<file path="src/design/pkv_pkg.sv">
package pkv_pkg;

    // Default sizing of the block pool and the per-sequence tables.
    localparam int DEF_POOL_BLOCKS = 1024;
    localparam int DEF_SEQ_SLOTS   = 64;
    localparam int DEF_TABLE_DEPTH = 256;

    // Divider operand widths: the reserve sum needs 19 bits; the divisor port is 11 bits.
    localparam int DVD_W = 19;
    localparam int DVS_W = 11;

    // Command codes.
    localparam logic [1:0] CMD_RESERVE   = 2'd0;
    localparam logic [1:0] CMD_RELEASE   = 2'd1;
    localparam logic [1:0] CMD_TRANSLATE = 2'd2;

    // Store codes.
    localparam logic [1:0] STORE_KEY     = 2'd0;
    localparam logic [1:0] STORE_VALUE   = 2'd1;
    localparam logic [1:0] STORE_INDEXER = 2'd2;

    // Result status codes.
    localparam logic [2:0] ST_OK        = 3'd0;
    localparam logic [2:0] ST_EXHAUSTED = 3'd1;
    localparam logic [2:0] ST_TBL_FULL  = 3'd2;
    localparam logic [2:0] ST_UNMAPPED  = 3'd3;
    localparam logic [2:0] ST_IDX_OFF   = 3'd4;

    // Register indexes on the configuration port.
    localparam logic [2:0] REG_LAYER_COUNT = 3'd0;
    localparam logic [2:0] REG_KV_HEADS    = 3'd1;
    localparam logic [2:0] REG_HEAD_WIDTH  = 3'd2;
    localparam logic [2:0] REG_TOKENS_BLK  = 3'd3;
    localparam logic [2:0] REG_POOL_BLOCKS = 3'd4;
    localparam logic [2:0] REG_IDX_WIDTH   = 3'd5;

    // Divider status toward the sequencer.
    typedef struct packed {
        logic busy;
        logic done;
    } div_stat_t;

endpackage

</file>
<file path="src/design/pkv_div.sv">
module pkv_div (
    input  logic                     clk,
    input  logic                     rst_n,
    input  logic                     start,
    input  logic [pkv_pkg::DVD_W-1:0] dividend,
    input  logic [pkv_pkg::DVS_W-1:0] divisor,
    output logic [pkv_pkg::DVD_W-1:0] quot,
    output logic [pkv_pkg::DVS_W-1:0] rem,
    output pkv_pkg::div_stat_t        stat
);

    import pkv_pkg::*;

    localparam int CW = $clog2(DVD_W + 1);

    logic [DVD_W-1:0] work_reg;
    logic [DVS_W-1:0] part_reg;
    logic [DVS_W-1:0] dvs_reg;
    logic [CW-1:0]    cnt_reg;
    logic             busy_reg;
    logic             done_reg;
    logic [DVS_W:0]   trial;
    logic             ge;

    // One restoring step: shift in the next dividend bit and try a subtract.
    assign trial = {part_reg, work_reg[DVD_W-1]};
    assign ge    = trial >= {1'b0, dvs_reg};

    always_ff @(posedge clk or negedge rst_n)
    begin
        if (!rst_n)
        begin
            busy_reg <= 1'b0;
            done_reg <= 1'b0;
            cnt_reg  <= '0;
        end
        else
        begin
            done_reg <= 1'b0;
            if (start)
            begin
                work_reg <= dividend;
                part_reg <= '0;
                dvs_reg  <= divisor;
                cnt_reg  <= '0;
                busy_reg <= 1'b1;
            end
            else if (busy_reg)
            begin
                work_reg <= {work_reg[DVD_W-2:0], ge};
                part_reg <= ge ? DVS_W'(trial - {1'b0, dvs_reg}) : DVS_W'(trial);
                cnt_reg  <= cnt_reg + 1'b1;
                if (cnt_reg == CW'(DVD_W - 1))
                begin
                    busy_reg <= 1'b0;
                    done_reg <= 1'b1;
                end
            end
        end
    end

    assign quot      = work_reg;
    assign rem       = part_reg;
    assign stat.busy = busy_reg;
    assign stat.done = done_reg;

endmodule

</file>
<file path="config.mk">
export PLATFORM = sky130hd
export DESIGN_NAME = pkv_div
export DESIGN_NICKNAME = d
export VERILOG_FILES = /design/src/design/pkv_pkg.sv /design/src/design/pkv_div.sv
export SDC_FILE = /design/constraint.sdc
export NUM_CORES = 1
export LEC_CHECK = 0
export BUFFER_PORTS_ARGS = -buffer_cell sky130_fd_sc_hd__clkbuf_2
export CAP_MARGIN = 40
export CORE_MARGIN = 4
export CORE_UTILIZATION = 54
export CTS_CLUSTER_DIAMETER = 40
export DETAILED_ROUTE_END_ITERATION = 8
export PLACE_DENSITY = 0.77
export SKIP_LAST_GASP = 1
export SLEW_MARGIN = 30
export SYNTH_ARGS = -nofsm -noshare
export SYNTH_HDL_FRONTEND = slang
export SYNTH_SLANG_ARGS = --single-unit
</file>
<file path="constraint.sdc">
create_clock -name clk -period 3.2 [get_ports clk]
set_input_delay 0.64 -clock clk [delete_from_list [all_inputs] [get_ports clk]]
set_output_delay 0.64 -clock clk [all_outputs]
set_load 0.05 [all_outputs]
</file>
==> run_summary.xml, run 1 <==
<?xml version="1.0" encoding="UTF-8"?>
<metrics>
  <group name="final_layout">
    <metric name="layout.cell_area.non_filler" unit="mm²">0.00320</metric>
    <metric name="leading_cell_type_in_the_layout_fill_and_taps_excluded" unit="">clkbuf_2</metric>
    <metric name="antennaDiodeCount" unit="">0</metric>
    <metric name="layout.cells.most_common_list" unit="">clkbuf_2, edfxtp_1, nor2_1</metric>
    <metric name="flow.area_growth_from_synthesis" unit="%">17.9</metric>
    <metric name="fillers" unit="">373</metric>
    <metric name="multiInputGateArea" unit="mm²">0.00119</metric>
    <metric name="stdcell_count" unit="">349</metric>
    <metric name="final_layout_size_suffix_gt1_frac" unit="">0.369</metric>
    <metric name="largest_register_ffs" unit="">19</metric>
    <metric name="nets" unit="">328</metric>
    <metric name="final-seq-area" unit="mm²">0.00141</metric>
    <metric name="post_layout_util" unit="">0.669</metric>
  </group>
  <group name="logic_synthesis">
    <metric name="netlist-cell-type-count" unit="">47</metric>
    <metric name="synthesized_instance_count" unit="">217</metric>
    <metric name="syn-cell-area" unit="mm²">0.00272</metric>
    <metric name="number_of_synthesized_flops_with_an_enable_pin" unit="">41</metric>
    <metric name="synthArstFlopShare" unit="">0.146</metric>
    <metric name="synth-seq-area-share" unit="">0.517</metric>
    <metric name="flip_flop_and_latch_count_after_synthesis" unit="">48</metric>
    <metric name="synth_flop_cell" unit="">edfxtp_1</metric>
    <metric name="synth.largest_area_cell" unit="">edfxtp_1</metric>
    <metric name="synth_nets" unit="">264</metric>
    <metric name="synth_top_area_share" unit="">0.453</metric>
    <metric name="synth.avg_cell_area" unit="µm²">12.5</metric>
    <metric name="ys.warnings.count" unit="">0</metric>
    <metric name="post_synth_main_area_contributors" unit="">edfxtp_1, mux2_2, dfrtp_1</metric>
  </group>
  <group name="timing">
    <metric name="timing.max_slew.rel_slack" unit="">0.607</metric>
    <metric name="min_period" unit="ns">2.72</metric>
    <metric name="worst_clock_skew" unit="ns">0.00795</metric>
    <metric name="number_of_hold_violations_in_the_final_report" unit="">0</metric>
    <metric name="post-route-worst-setup-slack" unit="ns">0.482</metric>
    <metric name="timing.setup.tns" unit="ns">0</metric>
    <metric name="min_period_over_period" unit="">0.849</metric>
    <metric name="worst_slew_pin_slew" unit="ns">0.590</metric>
    <metric name="drv_slew" unit="">0</metric>
    <metric name="achievable-frequency" unit="MHz">368</metric>
    <metric name="grt_setup_unrepaired" unit="">false</metric>
    <metric name="setup_viol" unit="">0</metric>
    <metric name="hold_slack" unit="ns">0.156</metric>
  </group>
  <group name="power">
    <metric name="vdd.ir_drop.worst" unit="µV">396</metric>
    <metric name="static-leakage-power" unit="nW">1.37</metric>
    <metric name="power-per-cell-area" unit="mW/mm²">568</metric>
    <metric name="total_power" unit="mW">1.82</metric>
  </group>
  <group name="clock_tree">
    <metric name="htreeDepth" unit="">2</metric>
    <metric name="clkTransAtPathRegs" unit="ns">0.09</metric>
    <metric name="cts.sink_count" unit="">48</metric>
    <metric name="numCtsBuffers" unit="">5</metric>
    <metric name="cts-resized-gates" unit="">0</metric>
    <metric name="clk_latency" unit="ns">0.30</metric>
    <metric name="clk_root_buffer_cell" unit="">clkbuf_8</metric>
    <metric name="max_buffers_root_to_sink" unit="">2</metric>
    <metric name="cts-hold-fix-buffers" unit="">0</metric>
    <metric name="post_cts.repair.setup_buffers" unit="">0</metric>
    <metric name="tritoncts_clock_tree" unit="">yes</metric>
  </group>
  <group name="floorplan">
    <metric name="x_dimension_of_the_die" unit="µm">78.9</metric>
    <metric name="die_height" unit="µm">78.9</metric>
    <metric name="num_io_pins" unit="">65</metric>
    <metric name="initial_core_utilization" unit="">0.568</metric>
    <metric name="core_region_area" unit="mm²">0.00479</metric>
    <metric name="dieArea" unit="mm²">0.00623</metric>
    <metric name="rows" unit="">25</metric>
  </group>
  <group name="detailed_routing">
    <metric name="via_count" unit="">1890</metric>
    <metric name="drt_iter0_drc" unit="">109</metric>
    <metric name="average_vias_per_placed_instance" unit="">5.42</metric>
    <metric name="detail_route.wl_per_cell" unit="µm">15.4</metric>
    <metric name="dr.pass1.iters" unit="">4</metric>
    <metric name="postRouteWirelength" unit="mm">5.39</metric>
    <metric name="ant_nets" unit="">0</metric>
    <metric name="detail_route.drc_violations" unit="">0</metric>
  </group>
  <group name="global_route">
    <metric name="first_pass_grt_wire_length" unit="mm">9.34</metric>
    <metric name="antenna_violations_before_repair" unit="">0</metric>
    <metric name="grt_start_max_net_pins" unit="">33</metric>
    <metric name="first_global_vias" unit="">1895</metric>
    <metric name="grt-ovfl-total" unit="">0</metric>
    <metric name="grt_util_all_layers" unit="">0.192</metric>
  </group>
  <group name="setup_path">
    <metric name="critical-path-slowest-cell" unit="">o21ai_4</metric>
    <metric name="worst_ep_arrival_time" unit="ns">2.85</metric>
    <metric name="startpoint" unit="">quot[18]</metric>
    <metric name="cp.required" unit="ns">3.33</metric>
    <metric name="cp-start-kind" unit="">flip-flop</metric>
    <metric name="critical_path_peak_fanout" unit="">13</metric>
    <metric name="rr_startpoint" unit="">quot[18]</metric>
    <metric name="crit_path_max_incr_delay" unit="ns">0.43</metric>
    <metric name="path_class" unit="">reg2reg</metric>
    <metric name="critical_path.endpoint_type" unit="">flip-flop</metric>
    <metric name="cp_cell_sequence" unit="">inv_1 -&gt; ha_1 -&gt; fa_1 -&gt; nor2b_1 -&gt; o31a_1 -&gt; o21ai_2 -&gt; o21ai_4 -&gt; mux2_4 -&gt; a211oi_2</metric>
  </group>
  <group name="placement">
    <metric name="dpl-instance-area" unit="mm²">0.00308</metric>
    <metric name="dpl_worst_slack" unit="ns">0.518</metric>
    <metric name="gp_routability_congestion" unit="">0.866</metric>
    <metric name="placed_cells" unit="">340</metric>
    <metric name="numPortBuffers" unit="">64</metric>
    <metric name="dpl.hpwl" unit="mm">3.95</metric>
  </group>
  <group name="flow_run">
    <metric name="max_cap_violations" unit="">0</metric>
  </group>
  <group name="min_path">
    <metric name="hp-class" unit="">in2async</metric>
  </group>
  <group name="outcome">
    <metric name="status" unit="">complete, no violations</metric>
  </group>
</metrics>
-- report_power, final --
part	switching, mW	internal, mW	leakage [nW]
logic	0.369	0.224	0.827
clock network	0.203	0.231	0.0558
registers	0.0411	0.750	0.491
-- critical path: cells and delay by family, from the launching register on --
| family | cells | cell delay (ns) |
|---|---|---|
| and+or+nand+nor | 1 | 0.16 |
| adders and majority gates | 2 | 0.63 |
| DFF | 1 | 0.35 |
| muxes | 1 | 0.35 |
| AOI/OAI and AO/OA | 4 | 0.99 |
| buffers and inverters | 1 | 0.06 |
-- cell usage after synthesis (2+ instances only) --
| master | n |
|---|---|
| nand4_1 | 3 |
| o211ai_1 | 4 |
| clkbuf_1 | 5 |
| o31a_1 | 2 |
| buf_1 | 2 |
| and2_1 | 2 |
| o21ai_0 | 7 |
| mux2_4 | 2 |
| nand2_1 | 7 |
| mux2_2 | 19 |
| xnor2_1 | 6 |
| dfrtp_1 | 7 |
| inv_1 | 14 |
| a21o_1 | 2 |
| a21oi_1 | 5 |
| buf_4 | 2 |
| nand2b_1 | 4 |
| nor2b_1 | 2 |
| o22ai_1 | 2 |
| a311oi_1 | 2 |
| xor2_1 | 3 |
| mux2i_1 | 6 |
| a211oi_1 | 8 |
| ha_1 | 13 |
| o21a_1 | 3 |
| nor2_1 | 22 |
| edfxtp_1 | 41 |
| a211oi_2 | 2 |
| o31ai_1 | 2 |
-- logic make-up (layout without fill, tap and decap cells) --
family	count (synthesis)	count (layout)	share of synthesized area
compound gates	42	42	0.121
xor+xnor	9	9	0.0290
fa+ha+maj	14	14	0.0672
buf+inv	25	90	0.0442
flops	48	48	0.517
mux	27	27	0.112
simple gates	52	52	0.110
-- per-layer routing --
metal	wire (µm)	global-route usage	vias to the layer above	share of wire
met5	0	0	-	0
met4	71	0.0567	0	0.013
met3	279	0.0420	5	0.052
met2	2640	0.306	44	0.49
met1	2400	0.266	908	0.45
li1	-	-	933	-
-- path summary, 6_finish.rpt --
| check | slack (ns) | endpoint | cells after the start |
|---|---|---|---|
| min in group clk | 0.50 | dvs_reg[10] | 1 |
| worst max-delay path | 0.48 | rem[0] | 9 |
| worst min-delay path | 0.16 | cnt_reg[1] | 1 |
| worst max register to register | 0.48 | rem[0] | 9 |
| worst min register to register | 0.57 | cnt_reg[4] | 2 |
| max in group asynchronous | 2.59 | cnt_reg[3] | 2 |
-- area by class of cell --
| cell class | count | share of cell area |
|---|---|---|
| sequential | 48 | 0.439 |
| tap | 67 | 0.0262 |
| multi-input combinational | 144 | 0.372 |
| clock inverter | 3 | 0.0133 |
| inverter | 14 | 0.0164 |
| clock buffer | 5 | 0.0215 |
| timing repair buffer | 68 | 0.112 |
Power figures use the tool's default switching activity.
==> run 2, diff against run 1 <==
- clock period: 3.2 -> 2.7 ns (I/O delays scaled with it)
==> run_summary.xml, run 2 (synthesis gave the netlist of run 1 again) <==
<?xml version="1.0" encoding="UTF-8"?>
<metrics>
  <group name="power">
    <metric name="vdd.ir_drop.worst" unit="µV">459</metric>
    <metric name="power-per-cell-area" unit="mW/mm²">684</metric>
    <metric name="static-leakage-power" unit="nW">1.42</metric>
    <metric name="total_power" unit="mW">2.25</metric>
  </group>
  <group name="setup_path">
    <metric name="cpLargestDelayFamily" unit="">compound AO/OA/AOI/OAI gates</metric>
    <metric name="cp_cell_sequence" unit="">ha_1 -&gt; nor2b_1 -&gt; o31a_1 -&gt; o21ai_2 -&gt; o21ai_4 -&gt; buf_12 -&gt; mux2_4 -&gt; a211oi_2</metric>
    <metric name="timing.rr.end" unit="">rem[1]</metric>
    <metric name="crit_path_max_incr_delay" unit="ns">0.43</metric>
    <metric name="worst_ep_arrival_time" unit="ns">2.68</metric>
    <metric name="rr_startpoint" unit="">rem[1]</metric>
    <metric name="cp-start-kind" unit="">flip-flop</metric>
    <metric name="r2r_setup_slack" unit="ns">0.17</metric>
    <metric name="ff2ff_path_depth" unit="">8</metric>
    <metric name="critPathBufInv" unit="">1</metric>
    <metric name="critical_path.endpoint_type" unit="">flip-flop</metric>
    <metric name="critical-path-slowest-cell" unit="">edfxtp_1</metric>
    <metric name="critical_path_peak_fanout" unit="">6</metric>
    <metric name="path_class" unit="">reg2reg</metric>
    <metric name="cp.required" unit="ns">2.85</metric>
  </group>
  <group name="timing">
    <metric name="min_period" unit="ns">2.53</metric>
    <metric name="setup_viol" unit="">0</metric>
    <metric name="worst_slew_pin_slew" unit="ns">0.574</metric>
    <metric name="drv_slew" unit="">0</metric>
    <metric name="number_of_hold_violations_in_the_final_report" unit="">0</metric>
    <metric name="achievable-frequency" unit="MHz">395</metric>
    <metric name="worst_clock_skew" unit="ns">0.00715</metric>
    <metric name="timing.setup.tns" unit="ns">0</metric>
    <metric name="timing.max_slew.rel_slack" unit="">0.617</metric>
    <metric name="min_period_over_period" unit="">0.938</metric>
    <metric name="grt_setup_unrepaired" unit="">false</metric>
  </group>
  <group name="clock_tree">
    <metric name="htreeDepth" unit="">2</metric>
    <metric name="max_buffers_root_to_sink" unit="">2</metric>
    <metric name="tritoncts_clock_tree" unit="">yes</metric>
    <metric name="cts-hold-fix-buffers" unit="">0</metric>
    <metric name="clk_root_buffer_cell" unit="">clkbuf_8</metric>
    <metric name="clk_latency" unit="ns">0.30</metric>
    <metric name="cts.sink_count" unit="">48</metric>
    <metric name="clkTransAtPathRegs" unit="ns">0.09</metric>
    <metric name="numCtsBuffers" unit="">5</metric>
  </group>
  <group name="final_layout">
    <metric name="largest_register_ffs" unit="">19</metric>
    <metric name="layout.cell_area.non_filler" unit="mm²">0.00329</metric>
    <metric name="final-seq-area" unit="mm²">0.00141</metric>
    <metric name="multiInputGateArea" unit="mm²">0.00119</metric>
    <metric name="leading_cell_type_in_the_layout_fill_and_taps_excluded" unit="">clkbuf_2</metric>
    <metric name="flow.area_growth_from_synthesis" unit="%">20.9</metric>
    <metric name="fillers" unit="">347</metric>
    <metric name="final_layout_size_suffix_gt1_frac" unit="">0.390</metric>
    <metric name="layout.cells.most_common_list" unit="">clkbuf_2, edfxtp_1, nor2_1</metric>
    <metric name="antennaDiodeCount" unit="">0</metric>
    <metric name="nets" unit="">336</metric>
  </group>
  <group name="detailed_routing">
    <metric name="ant_nets" unit="">0</metric>
    <metric name="via_count" unit="">1919</metric>
    <metric name="dr.pass1.iters" unit="">4</metric>
    <metric name="drt_iter0_drc" unit="">97</metric>
    <metric name="postRouteWirelength" unit="mm">5.38</metric>
    <metric name="detail_route.wl_per_cell" unit="µm">15.1</metric>
    <metric name="average_vias_per_placed_instance" unit="">5.38</metric>
    <metric name="detail_route.drc_violations" unit="">0</metric>
  </group>
  <group name="global_route">
    <metric name="grt_util_all_layers" unit="">0.189</metric>
    <metric name="first_pass_grt_wire_length" unit="mm">9.13</metric>
    <metric name="antenna_violations_before_repair" unit="">0</metric>
    <metric name="first_global_vias" unit="">1896</metric>
    <metric name="grt_start_max_net_pins" unit="">34</metric>
    <metric name="grt-ovfl-total" unit="">0</metric>
  </group>
  <group name="placement">
    <metric name="gp_routability_congestion" unit="">0.846</metric>
    <metric name="dpl-instance-area" unit="mm²">0.00312</metric>
    <metric name="dpl.hpwl" unit="mm">4.09</metric>
    <metric name="numPortBuffers" unit="">64</metric>
  </group>
  <group name="floorplan">
    <metric name="die_height" unit="µm">78.9</metric>
    <metric name="rows" unit="">25</metric>
    <metric name="x_dimension_of_the_die" unit="µm">78.9</metric>
    <metric name="dieArea" unit="mm²">0.00623</metric>
    <metric name="initial_core_utilization" unit="">0.568</metric>
    <metric name="num_io_pins" unit="">65</metric>
    <metric name="core_region_area" unit="mm²">0.00479</metric>
  </group>
  <group name="flow_run">
    <metric name="max_cap_violations" unit="">0</metric>
  </group>
  <group name="outcome">
    <metric name="status" unit="">complete, no violations</metric>
  </group>
  <group name="min_path">
    <metric name="hp-class" unit="">in2async</metric>
  </group>
</metrics>
-- run 2: final cells by class --
type	instances	area share
clock buffers	7	0.0297
flip-flops and latches	48	0.428
well taps	67	0.0255
repair buffers	76	0.129
multi-input cells	144	0.363
clock inverters	1	0.00914
inverters	14	0.0160
-- run 2: worst max path at each step --
stage                     startpoint  endpoint  slack (ns)  cells past startpoint
after floorplan             quot[18]    rem[2]        0.03                     10
after global placement      quot[18]    rem[0]        0.12                      9
after detailed placement    quot[18]    rem[1]        0.02                      9
after CTS                   quot[18]    rem[1]        0.01                      9
after global routing        quot[18]    rem[1]       0.009                     10
final                         rem[1]    rem[1]        0.17                      8
-- run 2: worst register-to-register path, cell delays in order, from the launching register on --
cell and delay, ns:
edfxtp_1 0.43, ha_1 0.38, nor2b_1 0.16, o31a_1 0.32, o21ai_2 0.32, o21ai_4 0.12
buf_12 0.16, mux2_4 0.29, a211oi_2 0.21
-- run 2: timing repair --
item / CTS / global route
gates resized for setup: 0 / 1
endpoints found under the setup margin: 0 / 11
setup buffers: 0 / 3
-- run 2: where the power goes --
group	total, mW	internal, mW	switching, mW
clock	0.568	0.333	0.235
sequential	0.936	0.888	0.0481
combinational	0.745	0.299	0.446
-- run 2: metrics by stage --
step	setup slack, ns	util	hold slack [ns]	cells
3_5_place_dp	0.0153	0.652	0.387	346
3_3_place_gp	0.120	0.652	0.388	346
2_1_floorplan	0.0296	-	0.244	217
4_1_cts	0.00956	0.679	0.0508	354
6_report	0.167	0.687	0.0670	357
5_1_grt	0.00912	0.687	0.0507	357
-- run 2: per-layer routing --
| metal | part of all wire | routed length [µm] | global-route usage |
|---|---|---|---|
| met5 | 0 | 0 | 0 |
| met4 | 0.025 | 133 | 0.0808 |
| met3 | 0.048 | 258 | 0.0454 |
| met2 | 0.49 | 2650 | 0.295 |
| met1 | 0.44 | 2340 | 0.254 |
==> run 3, diff against run 2 <==
- CORE_UTILIZATION: 54 -> 56
- CTS_BUF_LIST: not set -> sky130_fd_sc_hd__clkbuf_2 sky130_fd_sc_hd__clkbuf_4 sky130_fd_sc_hd__clkbuf_8
- MAX_ROUTING_LAYER: not set -> met4
- PLACE_DENSITY: 0.77 -> 0.8
==> run_summary.xml, run 3 (synthesis gave the netlist of run 1 again) <==
<?xml version="1.0" encoding="UTF-8"?>
<metrics>
  <group name="global_route">
    <metric name="antenna_violations_before_repair" unit="">0</metric>
    <metric name="grt-ovfl-total" unit="">0</metric>
    <metric name="first_pass_grt_wire_length" unit="mm">9.27</metric>
    <metric name="grt_start_max_net_pins" unit="">33</metric>
    <metric name="first_global_vias" unit="">1887</metric>
    <metric name="grt_util_all_layers" unit="">0.202</metric>
  </group>
  <group name="clock_tree">
    <metric name="tritoncts_clock_tree" unit="">yes</metric>
    <metric name="numCtsBuffers" unit="">5</metric>
    <metric name="cts-hold-fix-buffers" unit="">0</metric>
    <metric name="clk_latency" unit="ns">0.31</metric>
    <metric name="cts.sink_count" unit="">48</metric>
    <metric name="max_buffers_root_to_sink" unit="">2</metric>
    <metric name="htreeDepth" unit="">2</metric>
    <metric name="clkTransAtPathRegs" unit="ns">0.10</metric>
    <metric name="clk_root_buffer_cell" unit="">clkbuf_8</metric>
  </group>
  <group name="final_layout">
    <metric name="fillers" unit="">354</metric>
    <metric name="final-seq-area" unit="mm²">0.00141</metric>
    <metric name="multiInputGateArea" unit="mm²">0.00120</metric>
    <metric name="nets" unit="">334</metric>
    <metric name="flow.area_growth_from_synthesis" unit="%">20.1</metric>
    <metric name="leading_cell_type_in_the_layout_fill_and_taps_excluded" unit="">clkbuf_2</metric>
    <metric name="largest_register_ffs" unit="">19</metric>
    <metric name="final_layout_size_suffix_gt1_frac" unit="">0.392</metric>
    <metric name="layout.cells.most_common_list" unit="">clkbuf_2, edfxtp_1, nor2_1</metric>
    <metric name="antennaDiodeCount" unit="">0</metric>
  </group>
  <group name="timing">
    <metric name="worst_clock_skew" unit="ns">0.0115</metric>
    <metric name="setup_viol" unit="">0</metric>
    <metric name="timing.max_slew.rel_slack" unit="">0.634</metric>
    <metric name="drv_slew" unit="">0</metric>
    <metric name="post-route-worst-setup-slack" unit="ns">0.138</metric>
    <metric name="achievable-frequency" unit="MHz">390</metric>
    <metric name="number_of_hold_violations_in_the_final_report" unit="">0</metric>
    <metric name="worst_slew_pin_slew" unit="ns">0.548</metric>
    <metric name="hold_slack" unit="ns">0.0780</metric>
    <metric name="min_period_over_period" unit="">0.949</metric>
    <metric name="min_period" unit="ns">2.56</metric>
  </group>
  <group name="setup_path">
    <metric name="cp-start-kind" unit="">flip-flop</metric>
    <metric name="cpLargestDelayFamily" unit="">compound AO/OA/AOI/OAI gates</metric>
    <metric name="path_class" unit="">reg2reg</metric>
    <metric name="ff2ff_path_depth" unit="">7</metric>
    <metric name="critPathBufInv" unit="">0</metric>
    <metric name="worst_ep_arrival_time" unit="ns">2.61</metric>
    <metric name="worstSetupPathDepth" unit="">7</metric>
    <metric name="worst_setup_path_endpoint" unit="">rem[10]</metric>
    <metric name="r2r_setup_slack" unit="ns">0.14</metric>
    <metric name="critical_path_peak_fanout" unit="">6</metric>
    <metric name="timing.rr.end" unit="">rem[10]</metric>
    <metric name="rr_startpoint" unit="">rem[1]</metric>
    <metric name="startpoint" unit="">rem[1]</metric>
    <metric name="cp.required" unit="ns">2.75</metric>
    <metric name="cp_cell_sequence" unit="">ha_1 -&gt; nor2b_2 -&gt; o31a_1 -&gt; o21ai_2 -&gt; and4bb_2 -&gt; o31ai_1 -&gt; a311oi_1</metric>
    <metric name="critical-path-slowest-cell" unit="">edfxtp_1</metric>
    <metric name="crit_path_max_incr_delay" unit="ns">0.43</metric>
    <metric name="critical_path.endpoint_type" unit="">flip-flop</metric>
  </group>
  <group name="floorplan">
    <metric name="die_height" unit="µm">77.7</metric>
    <metric name="num_io_pins" unit="">65</metric>
    <metric name="rows" unit="">25</metric>
    <metric name="initial_core_utilization" unit="">0.575</metric>
    <metric name="dieArea" unit="mm²">0.00603</metric>
    <metric name="core_region_area" unit="mm²">0.00472</metric>
    <metric name="x_dimension_of_the_die" unit="µm">77.7</metric>
  </group>
  <group name="power">
    <metric name="total_power" unit="mW">2.22</metric>
    <metric name="power-per-cell-area" unit="mW/mm²">680</metric>
    <metric name="static-leakage-power" unit="nW">1.41</metric>
    <metric name="vdd.ir_drop.worst" unit="µV">491</metric>
  </group>
  <group name="detailed_routing">
    <metric name="postRouteWirelength" unit="mm">5.46</metric>
    <metric name="ant_nets" unit="">0</metric>
    <metric name="drt_iter0_drc" unit="">151</metric>
    <metric name="average_vias_per_placed_instance" unit="">5.43</metric>
    <metric name="detail_route.wl_per_cell" unit="µm">15.4</metric>
    <metric name="detail_route.drc_violations" unit="">0</metric>
    <metric name="dr.pass1.iters" unit="">4</metric>
    <metric name="via_count" unit="">1927</metric>
  </group>
  <group name="placement">
    <metric name="dpl_worst_slack" unit="ns">0.129</metric>
    <metric name="gp_routability_congestion" unit="">0.939</metric>
    <metric name="numPortBuffers" unit="">64</metric>
    <metric name="dpl.hpwl" unit="mm">4.08</metric>
  </group>
  <group name="flow_run">
    <metric name="max_cap_violations" unit="">0</metric>
  </group>
  <group name="outcome">
    <metric name="status" unit="">complete, no violations</metric>
  </group>
  <group name="min_path">
    <metric name="hp-class" unit="">in2async</metric>
  </group>
</metrics>
-- run 3: cell types whose count changed in the layout (fill, tap and decap cells not counted), sizes merged --
cell,previous run,this run
buf,12,10
clkbuf,71,69
clkinv,0,2
-- run 3: what timing repair did --
action,CTS,global route
buffers inserted,0,2
resized for setup,0,2
setup endpoints to repair,0,9
hold endpoints to repair,0,0
-- run 3: how the worst min path moves through the flow --
stage	start	to	slack, ns
after floorplan	rst_n	busy_reg	0.24
after global placement	rst_n	cnt_reg[4]	0.42
after detailed placement	rst_n	cnt_reg[4]	0.42
after CTS	rst_n	cnt_reg[4]	0.07
after global routing	rst_n	cnt_reg[4]	0.07
final	rst_n	cnt_reg[4]	0.08
-- run 3: worst register-to-register path, stage by stage, from the launching register on --
cell and delay (ns):
edfxtp_1 0.43, ha_1 0.38, nor2b_2 0.19, o31a_1 0.31, o21ai_2 0.33, and4bb_2 0.28
o31ai_1 0.25, a311oi_1 0.13
-- run 3: per-stage QoR --
stage	area, µm²	instances	TNS, ns	util
finish	3260	355	0	0.691
global route	3260	355	-0.00168	0.691
CTS	3240	353	0	0.687
detailed placement	3130	345	0	0.662
global placement	3130	345	0	0.662
floorplan	2720	217	0	-
-- run 3: where the power goes --
part / internal [mW] / switching, mW / leakage [nW] / total (mW)
Combinational: 0.297 / 0.448 / 0.858 / 0.745
Clock: 0.279 / 0.256 / 0.0583 / 0.536
Sequential: 0.888 / 0.0489 / 0.491 / 0.937
Total: 1.46 / 0.753 / 1.41 / 2.22
-- run 3: cell type report --
class,instances,area share
flip-flops and latches,48,0.431
multi-input cells,144,0.367
repair buffers,74,0.125
well taps,67,0.0257
clock buffers,5,0.0211
inverters,14,0.0161
clock inverters,3,0.0146
-- run 3: routing by layer --
metal,track usage,wire length (µm)
met2,0.318,2740
met5,-,0
met4,0.0676,72
met3,0.0476,265
met1,0.258,2390
